===== src/rtl/ecr_pkg.sv =====
// ---------------------------------------------------------------------------
// ecr_pkg: shared types and constants of the elevation color ramp
// Height table, entry colors, segment spans and reciprocals, item types.
// ---------------------------------------------------------------------------
package ecr_pkg;

  localparam int TABLE_ENTRIES = 11;
  localparam int SEGS          = TABLE_ENTRIES - 1;
  localparam int IDX_W         = $clog2(TABLE_ENTRIES);
  localparam int CNT_W         = $clog2(TABLE_ENTRIES + 1);
  localparam int ELEV_W        = 16;
  localparam int CHAN_W        = 8;
  localparam int CHANNELS      = 3;
  // widest segment span is 4000, so the offset into a segment fits 12 bits
  localparam int DIST_W        = 12;
  // magnitude of delta times offset: below 255 * 4000
  localparam int NUM_W         = 20;
  // reciprocal scale; must be at least NUM_W so the estimate is off by one at most
  localparam int FRAC_BITS     = 20;
  localparam int RECIP_W       = 13;
  localparam int PROD_W        = NUM_W + RECIP_W;
  localparam int QUEUE_DEPTH   = 4;
  localparam int QPTR_W        = $clog2(QUEUE_DEPTH);
  localparam int QCNT_W        = $clog2(QUEUE_DEPTH + 1);
  localparam int RGB_W         = CHANNELS * CHAN_W;

  localparam logic signed [ELEV_W-1:0] SEA_MARK = -16'sd9999;

  localparam logic signed [ELEV_W-1:0] HEIGHT [TABLE_ENTRIES] = '{
    -16'sd500, -16'sd250, 16'sd100, 16'sd300, 16'sd700, 16'sd1250,
    16'sd1750, 16'sd2500, 16'sd3500, 16'sd5000, 16'sd9000
  };

  // red, green, blue per entry
  localparam logic [CHAN_W-1:0] COLOR [TABLE_ENTRIES][CHANNELS] = '{
    '{8'h00, 8'ha0, 8'h00},
    '{8'h00, 8'hc0, 8'h00},
    '{8'h00, 8'hff, 8'h00},
    '{8'hc0, 8'hff, 8'h00},
    '{8'hff, 8'hff, 8'h00},
    '{8'hff, 8'hc0, 8'h00},
    '{8'hc0, 8'h80, 8'h00},
    '{8'ha0, 8'h70, 8'h00},
    '{8'h50, 8'h70, 8'hb0},
    '{8'h78, 8'ha8, 8'hd8},
    '{8'ha0, 8'he0, 8'hff}
  };

  localparam logic [CHAN_W-1:0] SEA_COLOR [CHANNELS] = '{8'h00, 8'h00, 8'hff};

  localparam logic [DIST_W-1:0] SPAN [SEGS] = '{
    DIST_W'(HEIGHT[1] - HEIGHT[0]),  DIST_W'(HEIGHT[2] - HEIGHT[1]),
    DIST_W'(HEIGHT[3] - HEIGHT[2]),  DIST_W'(HEIGHT[4] - HEIGHT[3]),
    DIST_W'(HEIGHT[5] - HEIGHT[4]),  DIST_W'(HEIGHT[6] - HEIGHT[5]),
    DIST_W'(HEIGHT[7] - HEIGHT[6]),  DIST_W'(HEIGHT[8] - HEIGHT[7]),
    DIST_W'(HEIGHT[9] - HEIGHT[8]),  DIST_W'(HEIGHT[10] - HEIGHT[9])
  };

  // floor(2^FRAC_BITS / span) per segment
  localparam logic [RECIP_W-1:0] RECIP [SEGS] = '{
    RECIP_W'((1 << FRAC_BITS) / SPAN[0]), RECIP_W'((1 << FRAC_BITS) / SPAN[1]),
    RECIP_W'((1 << FRAC_BITS) / SPAN[2]), RECIP_W'((1 << FRAC_BITS) / SPAN[3]),
    RECIP_W'((1 << FRAC_BITS) / SPAN[4]), RECIP_W'((1 << FRAC_BITS) / SPAN[5]),
    RECIP_W'((1 << FRAC_BITS) / SPAN[6]), RECIP_W'((1 << FRAC_BITS) / SPAN[7]),
    RECIP_W'((1 << FRAC_BITS) / SPAN[8]), RECIP_W'((1 << FRAC_BITS) / SPAN[9])
  };

  typedef enum logic [1:0] {
    KIND_SEA,
    KIND_FLAT,
    KIND_RAMP
  } kind_t;

  // classified sample: flat items use idx only, ramp items interpolate
  // from entry idx toward entry idx+1 at the given offset
  typedef struct packed {
    kind_t             kind;
    logic [IDX_W-1:0]  idx;
    logic [DIST_W-1:0] offset;
  } ramp_item_t;

endpackage


===== src/rtl/ecr_front.sv =====
// ---------------------------------------------------------------------------
// ecr_front: sample classifier
// Accepts elevation samples and finds the table segment for each one.
// ---------------------------------------------------------------------------
module ecr_front (
  input  logic                           clk,
  input  logic                           rst,
  input  logic                           in_valid,
  output logic                           in_ready,
  input  logic signed [ecr_pkg::ELEV_W-1:0] in_elev,
  output logic                           out_valid,
  input  logic                           out_ready,
  output ecr_pkg::ramp_item_t            out_item
);

  logic [ecr_pkg::CNT_W-1:0]        cnt;
  logic [ecr_pkg::IDX_W-1:0]        lo;
  logic signed [ecr_pkg::ELEV_W:0]  diff;
  ecr_pkg::ramp_item_t              item_next;

  // count table heights at or below the sample
  always_comb begin
    cnt = '0;
    for (int i = 0; i < ecr_pkg::TABLE_ENTRIES; i++) begin
      if (in_elev >= ecr_pkg::HEIGHT[i]) begin
        cnt = ecr_pkg::CNT_W'(i + 1);
      end
    end
  end

  assign lo   = (cnt == '0) ? '0 : ecr_pkg::IDX_W'(cnt - 1'b1);
  assign diff = in_elev - ecr_pkg::HEIGHT[lo];

  // classify: sea, saturated or exact height, or interpolate
  always_comb begin
    item_next.kind   = ecr_pkg::KIND_FLAT;
    item_next.idx    = lo;
    item_next.offset = '0;
    priority if (in_elev == ecr_pkg::SEA_MARK) begin
      item_next.kind = ecr_pkg::KIND_SEA;
      item_next.idx  = '0;
    end else if (cnt == '0) begin
      item_next.idx = '0;
    end else if (cnt == ecr_pkg::CNT_W'(ecr_pkg::TABLE_ENTRIES)) begin
      item_next.idx = ecr_pkg::IDX_W'(ecr_pkg::TABLE_ENTRIES - 1);
    end else if (diff == '0) begin
      item_next.idx = lo;
    end else begin
      item_next.kind   = ecr_pkg::KIND_RAMP;
      item_next.offset = ecr_pkg::DIST_W'(diff);
    end
  end

  assign in_ready = !out_valid || out_ready;

  // hold the classified item until the queue takes it
  always_ff @(posedge clk) begin
    if (rst) begin
      out_valid <= 1'b0;
    end else if (in_ready) begin
      out_valid <= in_valid;
    end
  end

  always_ff @(posedge clk) begin
    if (in_ready && in_valid) begin
      out_item <= item_next;
    end
  end

endmodule


===== src/rtl/ecr_queue.sv =====
// ---------------------------------------------------------------------------
// ecr_queue: item queue between classifier and interpolator
// Small register FIFO so either side can stall on its own.
// ---------------------------------------------------------------------------
module ecr_queue (
  input  logic                clk,
  input  logic                rst,
  input  logic                in_valid,
  output logic                in_ready,
  input  ecr_pkg::ramp_item_t in_item,
  output logic                out_valid,
  input  logic                out_ready,
  output ecr_pkg::ramp_item_t out_item
);

  ecr_pkg::ramp_item_t          slots [ecr_pkg::QUEUE_DEPTH];
  logic [ecr_pkg::QPTR_W-1:0]   wr_ptr;
  logic [ecr_pkg::QPTR_W-1:0]   rd_ptr;
  logic [ecr_pkg::QCNT_W-1:0]   count;
  logic                         push;
  logic                         pop;

  assign in_ready  = (count != ecr_pkg::QCNT_W'(ecr_pkg::QUEUE_DEPTH));
  assign out_valid = (count != '0);
  assign push      = in_valid && in_ready;
  assign pop       = out_valid && out_ready;
  assign out_item  = slots[rd_ptr];

  // advance pointers and occupancy
  always_ff @(posedge clk) begin
    if (rst) begin
      wr_ptr <= '0;
      rd_ptr <= '0;
      count  <= '0;
    end else begin
      if (push) begin
        wr_ptr <= wr_ptr + 1'b1;
      end
      if (pop) begin
        rd_ptr <= rd_ptr + 1'b1;
      end
      unique case ({push, pop})
        2'b10:   count <= count + 1'b1;
        2'b01:   count <= count - 1'b1;
        default: count <= count;
      endcase
    end
  end

  always_ff @(posedge clk) begin
    if (push) begin
      slots[wr_ptr] <= in_item;
    end
  end

endmodule


===== src/rtl/ecr_back.sv =====
// ---------------------------------------------------------------------------
// ecr_back: channel interpolator
// Four-stage pipeline: delta times offset, reciprocal multiply, estimate
// times span, then remainder check and signed add onto the base color into
// the output register.
// ---------------------------------------------------------------------------
module ecr_back (
  input  logic                        clk,
  input  logic                        rst,
  input  logic                        in_valid,
  output logic                        in_ready,
  input  ecr_pkg::ramp_item_t         in_item,
  output logic                        out_valid,
  input  logic                        out_ready,
  output logic [ecr_pkg::CHAN_W-1:0]  red,
  output logic [ecr_pkg::CHAN_W-1:0]  green,
  output logic [ecr_pkg::CHAN_W-1:0]  blue
);

  logic en;
  logic v1, v2, v3;

  // stage 1 combinational lookups
  logic [ecr_pkg::IDX_W-1:0]  hi_idx;
  logic [ecr_pkg::IDX_W-1:0]  seg;
  logic [ecr_pkg::CHAN_W-1:0] c0 [ecr_pkg::CHANNELS];
  logic [ecr_pkg::CHAN_W-1:0] c1 [ecr_pkg::CHANNELS];
  logic [ecr_pkg::CHAN_W-1:0] mag [ecr_pkg::CHANNELS];

  // stage registers
  logic                         ramp1, ramp2, ramp3;
  logic [ecr_pkg::CHAN_W-1:0]   base1 [ecr_pkg::CHANNELS];
  logic [ecr_pkg::CHAN_W-1:0]   base2 [ecr_pkg::CHANNELS];
  logic [ecr_pkg::CHAN_W-1:0]   base3 [ecr_pkg::CHANNELS];
  logic                         neg1 [ecr_pkg::CHANNELS];
  logic                         neg2 [ecr_pkg::CHANNELS];
  logic                         neg3 [ecr_pkg::CHANNELS];
  logic [ecr_pkg::NUM_W-1:0]    num1 [ecr_pkg::CHANNELS];
  logic [ecr_pkg::NUM_W-1:0]    num2 [ecr_pkg::CHANNELS];
  logic [ecr_pkg::NUM_W-1:0]    num3 [ecr_pkg::CHANNELS];
  logic [ecr_pkg::DIST_W-1:0]   span1, span2, span3;
  logic [ecr_pkg::RECIP_W-1:0]  recip1;
  logic [ecr_pkg::PROD_W-1:0]   est2 [ecr_pkg::CHANNELS];
  logic [ecr_pkg::CHAN_W-1:0]   quo3 [ecr_pkg::CHANNELS];
  logic [ecr_pkg::NUM_W-1:0]    back3 [ecr_pkg::CHANNELS];

  // final stage combinational
  logic [ecr_pkg::NUM_W-1:0]    rem [ecr_pkg::CHANNELS];
  logic [ecr_pkg::CHAN_W:0]     quo [ecr_pkg::CHANNELS];
  logic signed [ecr_pkg::CHAN_W+1:0] sum [ecr_pkg::CHANNELS];
  logic [ecr_pkg::CHAN_W-1:0]   chan_next [ecr_pkg::CHANNELS];

  // whole pipeline advances when the output register is free
  assign en       = !out_valid || out_ready;
  assign in_ready = en;

  // look up the segment ends and the channel deltas
  always_comb begin
    hi_idx = (in_item.idx == ecr_pkg::IDX_W'(ecr_pkg::TABLE_ENTRIES - 1)) ?
             in_item.idx : in_item.idx + 1'b1;
    seg    = (in_item.idx >= ecr_pkg::IDX_W'(ecr_pkg::SEGS)) ?
             ecr_pkg::IDX_W'(ecr_pkg::SEGS - 1) : in_item.idx;
    for (int c = 0; c < ecr_pkg::CHANNELS; c++) begin
      c0[c]  = ecr_pkg::COLOR[in_item.idx][c];
      c1[c]  = ecr_pkg::COLOR[hi_idx][c];
      mag[c] = (c1[c] >= c0[c]) ? c1[c] - c0[c] : c0[c] - c1[c];
    end
  end

  // recover the exact quotient from the estimate and apply the sign
  always_comb begin
    for (int c = 0; c < ecr_pkg::CHANNELS; c++) begin
      rem[c] = num3[c] - back3[c];
      quo[c] = {1'b0, quo3[c]} +
               (ecr_pkg::CHAN_W+1)'(rem[c] >= ecr_pkg::NUM_W'(span3));
      sum[c] = neg3[c] ? $signed({2'b00, base3[c]}) - $signed({1'b0, quo[c]})
                       : $signed({2'b00, base3[c]}) + $signed({1'b0, quo[c]});
      priority if (!ramp3) begin
        chan_next[c] = base3[c];
      end else if (sum[c] < 0) begin
        chan_next[c] = '0;
      end else if (sum[c] > $signed(10'd255)) begin
        chan_next[c] = '1;
      end else begin
        chan_next[c] = sum[c][ecr_pkg::CHAN_W-1:0];
      end
    end
  end

  // stage valid bits
  always_ff @(posedge clk) begin
    if (rst) begin
      v1        <= 1'b0;
      v2        <= 1'b0;
      v3        <= 1'b0;
      out_valid <= 1'b0;
    end else if (en) begin
      v1        <= in_valid;
      v2        <= v1;
      v3        <= v2;
      out_valid <= v3;
    end
  end

  // stage payloads
  always_ff @(posedge clk) begin
    if (en) begin
      ramp1  <= (in_item.kind == ecr_pkg::KIND_RAMP);
      span1  <= ecr_pkg::SPAN[seg];
      recip1 <= ecr_pkg::RECIP[seg];
      ramp2  <= ramp1;
      span2  <= span1;
      ramp3  <= ramp2;
      span3  <= span2;
      for (int c = 0; c < ecr_pkg::CHANNELS; c++) begin
        base1[c] <= (in_item.kind == ecr_pkg::KIND_SEA) ? ecr_pkg::SEA_COLOR[c] : c0[c];
        neg1[c]  <= (c1[c] < c0[c]);
        num1[c]  <= ecr_pkg::NUM_W'(mag[c]) * ecr_pkg::NUM_W'(in_item.offset);
        base2[c] <= base1[c];
        neg2[c]  <= neg1[c];
        num2[c]  <= num1[c];
        est2[c]  <= ecr_pkg::PROD_W'(num1[c]) * ecr_pkg::PROD_W'(recip1);
        base3[c] <= base2[c];
        neg3[c]  <= neg2[c];
        num3[c]  <= num2[c];
        quo3[c]  <= est2[c][ecr_pkg::FRAC_BITS +: ecr_pkg::CHAN_W];
        back3[c] <= ecr_pkg::NUM_W'(est2[c][ecr_pkg::FRAC_BITS +: ecr_pkg::CHAN_W]) *
                    ecr_pkg::NUM_W'(span2);
      end
      red   <= chan_next[0];
      green <= chan_next[1];
      blue  <= chan_next[2];
    end
  end

endmodule


===== src/rtl/elevation_color_ramp.sv =====
// Throughput: one sample per cycle, one pixel per cycle while the output is not stalled, set by the four-stage
// interpolator whose stages all advance whenever the output register is free.
// A four-entry queue lets the classifier keep accepting while the output stalls, until the queue is full.
// Reset (rst, synchronous, active high) empties the queue and all valid bits.
// ---------------------------------------------------------------------------
// elevation_color_ramp: hypsometric tint color map
// Maps a signed elevation sample to an RGB pixel by piecewise-linear ramp.
// ---------------------------------------------------------------------------
module elevation_color_ramp (
  input  logic        clk,
  input  logic        rst,
  input  logic        s_tvalid,
  output logic        s_tready,
  input  logic [15:0] s_tdata,   // [15:0] elevation
  output logic        m_tvalid,
  input  logic        m_tready,
  output logic [23:0] m_tdata    // [7:0] red, [15:8] green, [23:16] blue
);

  logic                 f_valid;
  logic                 f_ready;
  ecr_pkg::ramp_item_t  f_item;
  logic                 q_valid;
  logic                 q_ready;
  ecr_pkg::ramp_item_t  q_item;
  logic [ecr_pkg::CHAN_W-1:0] red;
  logic [ecr_pkg::CHAN_W-1:0] green;
  logic [ecr_pkg::CHAN_W-1:0] blue;

  ecr_front u_front (
    .clk       (clk),
    .rst       (rst),
    .in_valid  (s_tvalid),
    .in_ready  (s_tready),
    .in_elev   ($signed(s_tdata)),
    .out_valid (f_valid),
    .out_ready (f_ready),
    .out_item  (f_item)
  );

  ecr_queue u_queue (
    .clk       (clk),
    .rst       (rst),
    .in_valid  (f_valid),
    .in_ready  (f_ready),
    .in_item   (f_item),
    .out_valid (q_valid),
    .out_ready (q_ready),
    .out_item  (q_item)
  );

  ecr_back u_back (
    .clk       (clk),
    .rst       (rst),
    .in_valid  (q_valid),
    .in_ready  (q_ready),
    .in_item   (q_item),
    .out_valid (m_tvalid),
    .out_ready (m_tready),
    .red       (red),
    .green     (green),
    .blue      (blue)
  );

  assign m_tdata = {blue, green, red};

`ifndef SYNTH
  // a sea sample is classified as sea
  a_sea_class: assert property (@(posedge clk) disable iff (rst)
    s_tvalid && s_tready && (s_tdata == ecr_pkg::SEA_MARK) |=>
      f_valid && (f_item.kind == ecr_pkg::KIND_SEA))
    else $error("sea sample not classified as sea");

  // interpolated items always name a segment with a following entry
  a_ramp_seg: assert property (@(posedge clk) disable iff (rst)
    q_valid && (q_item.kind == ecr_pkg::KIND_RAMP) |->
      (q_item.idx < ecr_pkg::IDX_W'(ecr_pkg::SEGS)) && (q_item.offset != '0))
    else $error("ramp item outside the table");

  // no pixel is shown right after reset
  a_reset_empty: assert property (@(posedge clk)
    rst |=> !m_tvalid)
    else $error("output valid after reset");
`endif

endmodule


===== config.mk =====
export PLATFORM = sky130hd
export DESIGN_NAME = elevation_color_ramp
export DESIGN_NICKNAME = d
export VERILOG_FILES = /design/src/rtl/ecr_pkg.sv /design/src/rtl/ecr_front.sv /design/src/rtl/ecr_queue.sv /design/src/rtl/ecr_back.sv /design/src/rtl/elevation_color_ramp.sv
export SDC_FILE = /design/constraint.sdc
export NUM_CORES = 2
export LEC_CHECK = 0
export BUFFER_PORTS_ARGS = -buffer_cell sky130_fd_sc_hd__clkbuf_2
export CAP_MARGIN = 5
export CORE_MARGIN = 5
export CORE_UTILIZATION = 29
export CTS_BUF_LIST = sky130_fd_sc_hd__clkbuf_16
export CTS_CLUSTER_SIZE = 40
export DETAILED_ROUTE_END_ITERATION = 16
export PLACE_DENSITY_LB_ADDON = 0.3
export SYNTH_ARGS = -nofsm -noshare
export SYNTH_HDL_FRONTEND = slang
export SYNTH_HIERARCHICAL = 1
export SYNTH_SLANG_ARGS = --single-unit
export TNS_END_PERCENT = 50

===== constraint.sdc =====
create_clock -name clk -period 19.4 [get_ports clk]
set_input_delay 1.94 -clock clk [delete_from_list [all_inputs] [get_ports clk]]
set_output_delay 1.94 -clock clk [all_outputs]
set_load 0.03 [all_outputs]

==> flow_summary.ini <==
[status]
status = finished clean

[cts]
cts.reportedPaths.clkPinSlew_ps = 60
post_cts_resized = 0
cts_root_buf = clkbuf_16
clkSinkCount = 519
cts_setup_buffers = 0
cts_buffer_depth = 3
htreeDepth = 2
cts_tree = yes
insertion_delay_ps = 650
ctsHoldBuffers = 0
numCtsBuffers = 57

[logic_synthesis]
synth_area_per_cell_um2 = 9.92
ys_ff_latch = 519
syn_inst = 6425
yosysSeqAreaShare = 0.242
synth_edf_count = 505
synth_area_um2 = 63700
syn-num-nets = 7940
ys.flop_type = edfxtp_1
synthArstFlopShare = 0
synth_cell_types = 96
ys_warn_count = 6

[sta]
clock_skew_ps = 31.8
setup_violations = 0
fmax_mhz = 89.7
rsz0062_at_grt = no
slew_headroom = 0.151
hold_viol = 0
setup_tns_ps = 0
period_needed_ps = 11150
post-route-period-util = 0.575
worst_slew_pin_slew_ps = 1240
slew_violations = 0

[drt]
first_pass_iters = 5
drt_iter0_drc = 2629
wirelength_um = 164000
ant_nets = 0
vias_per_cell = 4.75
routed-via-count = 43834
drc = 0
avgRoutedWirePerCell_um = 17.7

[worst_setup_path]
cp_max_fo = 21
r2r_slack_ps = 8250
crit_required_ps = 19790
critPathLaunchType = register
path_class = register to register
reg2reg_depth = 29
endpoint_kind = register
cpMaxStageDelayCell = xnor2_1
critPathMostFrequentCell = fa_1
max_stage_delay_ps = 930
cp.arrival_ps = 11540
r2r-end = u_back/num1[0][18]

[min_path]
hold_start = u_back/base1[0][12]
hold_class = register to register
min_path_cells = 0
hold_end = u_back/base2[0][12]

[global_route]
grt_max_degree = 152
grt_pass1_vias = 46527
grt_pass1_wl_um = 263000
track_usage = 0.143
antenna_found_initial = 8
grt_overflow = 0

[placed_design]
place_congestion = 0.866
dp_hpwl_um = 123000
port_buffers = 45

[job]
maxCapViolCount = 0

[cells_and_area]
drive_gt1_frac = 0.0420
area.growth.synth_to_final_pct = 8.01
nNetsFinal = 7824
final_cell_mix = inv_1 (1,135), fa_1 (916), nand2_1 (885)
layout_commonest_cell = inv_1

[floorplan]
design.die.area_um2 = 229000
ios = 46
start_util = 0.291
die_x_um = 479
rows = 172
dieHeight_um = 479
core_um2 = 219000
through the flow:
step	cells	utilization	instance area (um2)	hold WS, ps	worst slack, ps
global placement	9121	0.305	66900	400	8500
finish	9232	0.314	68900	412	8250
CTS	9226	0.314	68800	416	8250
floorplan	6425	-	63700	400	3150
global route	9226	0.314	68800	419	7480
detailed placement	9121	0.305	66900	405	8270
flip-flops by register name, indices dropped and copies added, names as in the netlist, 3 cells and up, named ones only:
| signal | cells |
|---|---|
| u_back/blue | 8 |
| u_back/neg3 | 3 |
| u_back/base1 | 16 |
| u_back/quo3 | 24 |
| u_queue/count | 3 |
| u_back/span1 | 11 |
| u_queue/slots | 72 |
| u_back/num3 | 60 |
| u_back/base3 | 16 |
| u_back/base2 | 16 |
| u_back/neg1 | 3 |
| u_back/green | 8 |
| u_back/num1 | 60 |
| u_back/span3 | 11 |
| u_back/num2 | 60 |
| u_back/span2 | 11 |
| u_back/recip1 | 13 |
| u_back/back3 | 57 |
| u_front/out_item | 18 |
| u_back/red | 8 |
| u_back/neg2 | 3 |
| u_back/est2 | 24 |
final cells by class:
type,instances,area [um2]
Clock buffer,57,1430
Clock inverter,48,467
Tap cell,2871,3590
Inverter,1131,4250
Antenna cell,6,15.0
Multi-Input combinational cell,4489,42900
Sequential cell,519,15400
Fill cell,22507,150000
Timing Repair Buffer,111,733
synth_stat cells, drive strengths merged (28+ instances only):
cell	instances	area share
and3	41	0.0040
xnor2	160	0.022
edfxtp	505	0.24
nand3	72	0.0057
nor3	87	0.0071
ha	579	0.11
a31oi	28	0.0028
nor2b	73	0.0072
nand2	885	0.052
nand2b	65	0.0064
a21o	44	0.0052
a211oi	28	0.0033
fa	916	0.29
o21a	53	0.0062
o21ai	130	0.010
a21oi	187	0.015
nor2	198	0.012
clkbuf	266	0.016
inv	1130	0.067
xor2	78	0.011
and2	479	0.047
cells by family after synthesis:
kind of cell / count (synthesis) / share of synthesized area
AND/OR/NAND/NOR: 2004 / 0.153
AO/OA/AOI/OAI: 687 / 0.0715
buffers and inverters: 1417 / 0.0844
flip-flops: 519 / 0.242
multiplexers: 65 / 0.0151
adder cells (fa/ha/maj): 1495 / 0.401
XOR/XNOR: 238 / 0.0327
per-layer routing:
metal	up-vias	GRT usage	wire length [um]
met1	22327	0.193	73500
met4	0	0.0440	5780
met2	971	0.243	77800
met5	-	0	0
li1	20318	-	-
met3	218	0.0159	6780
worst max-delay path by stage:
stage / start / endpoint / slack [ps]
floorplan: m_tready / register / 3150
global placement: register / u_back/num1[0][18] / 8500
detailed placement: register / u_back/num1[0][18] / 8270
CTS: register / u_back/num1[0][18] / 8250
global route: register / u_back/num1[0][18] / 7480
finish: register / u_back/num1[0][18] / 8250
worst max-delay path: cells and delay by family (launching register included):
| family | cells | cell delay (ps) |
|---|---|---|
| compound gates | 9 | 2680 |
| xor+xnor | 3 | 1860 |
| fa+ha+maj | 7 | 2940 |
| buf+inv | 3 | 770 |
| flops | 1 | 380 |
| mux | 2 | 1310 |
| simple gates | 5 | 930 |
Power is left out: the tool's default activity adds up to more than one toggle a clock period on the data nets, which glitch-free logic cannot reach.
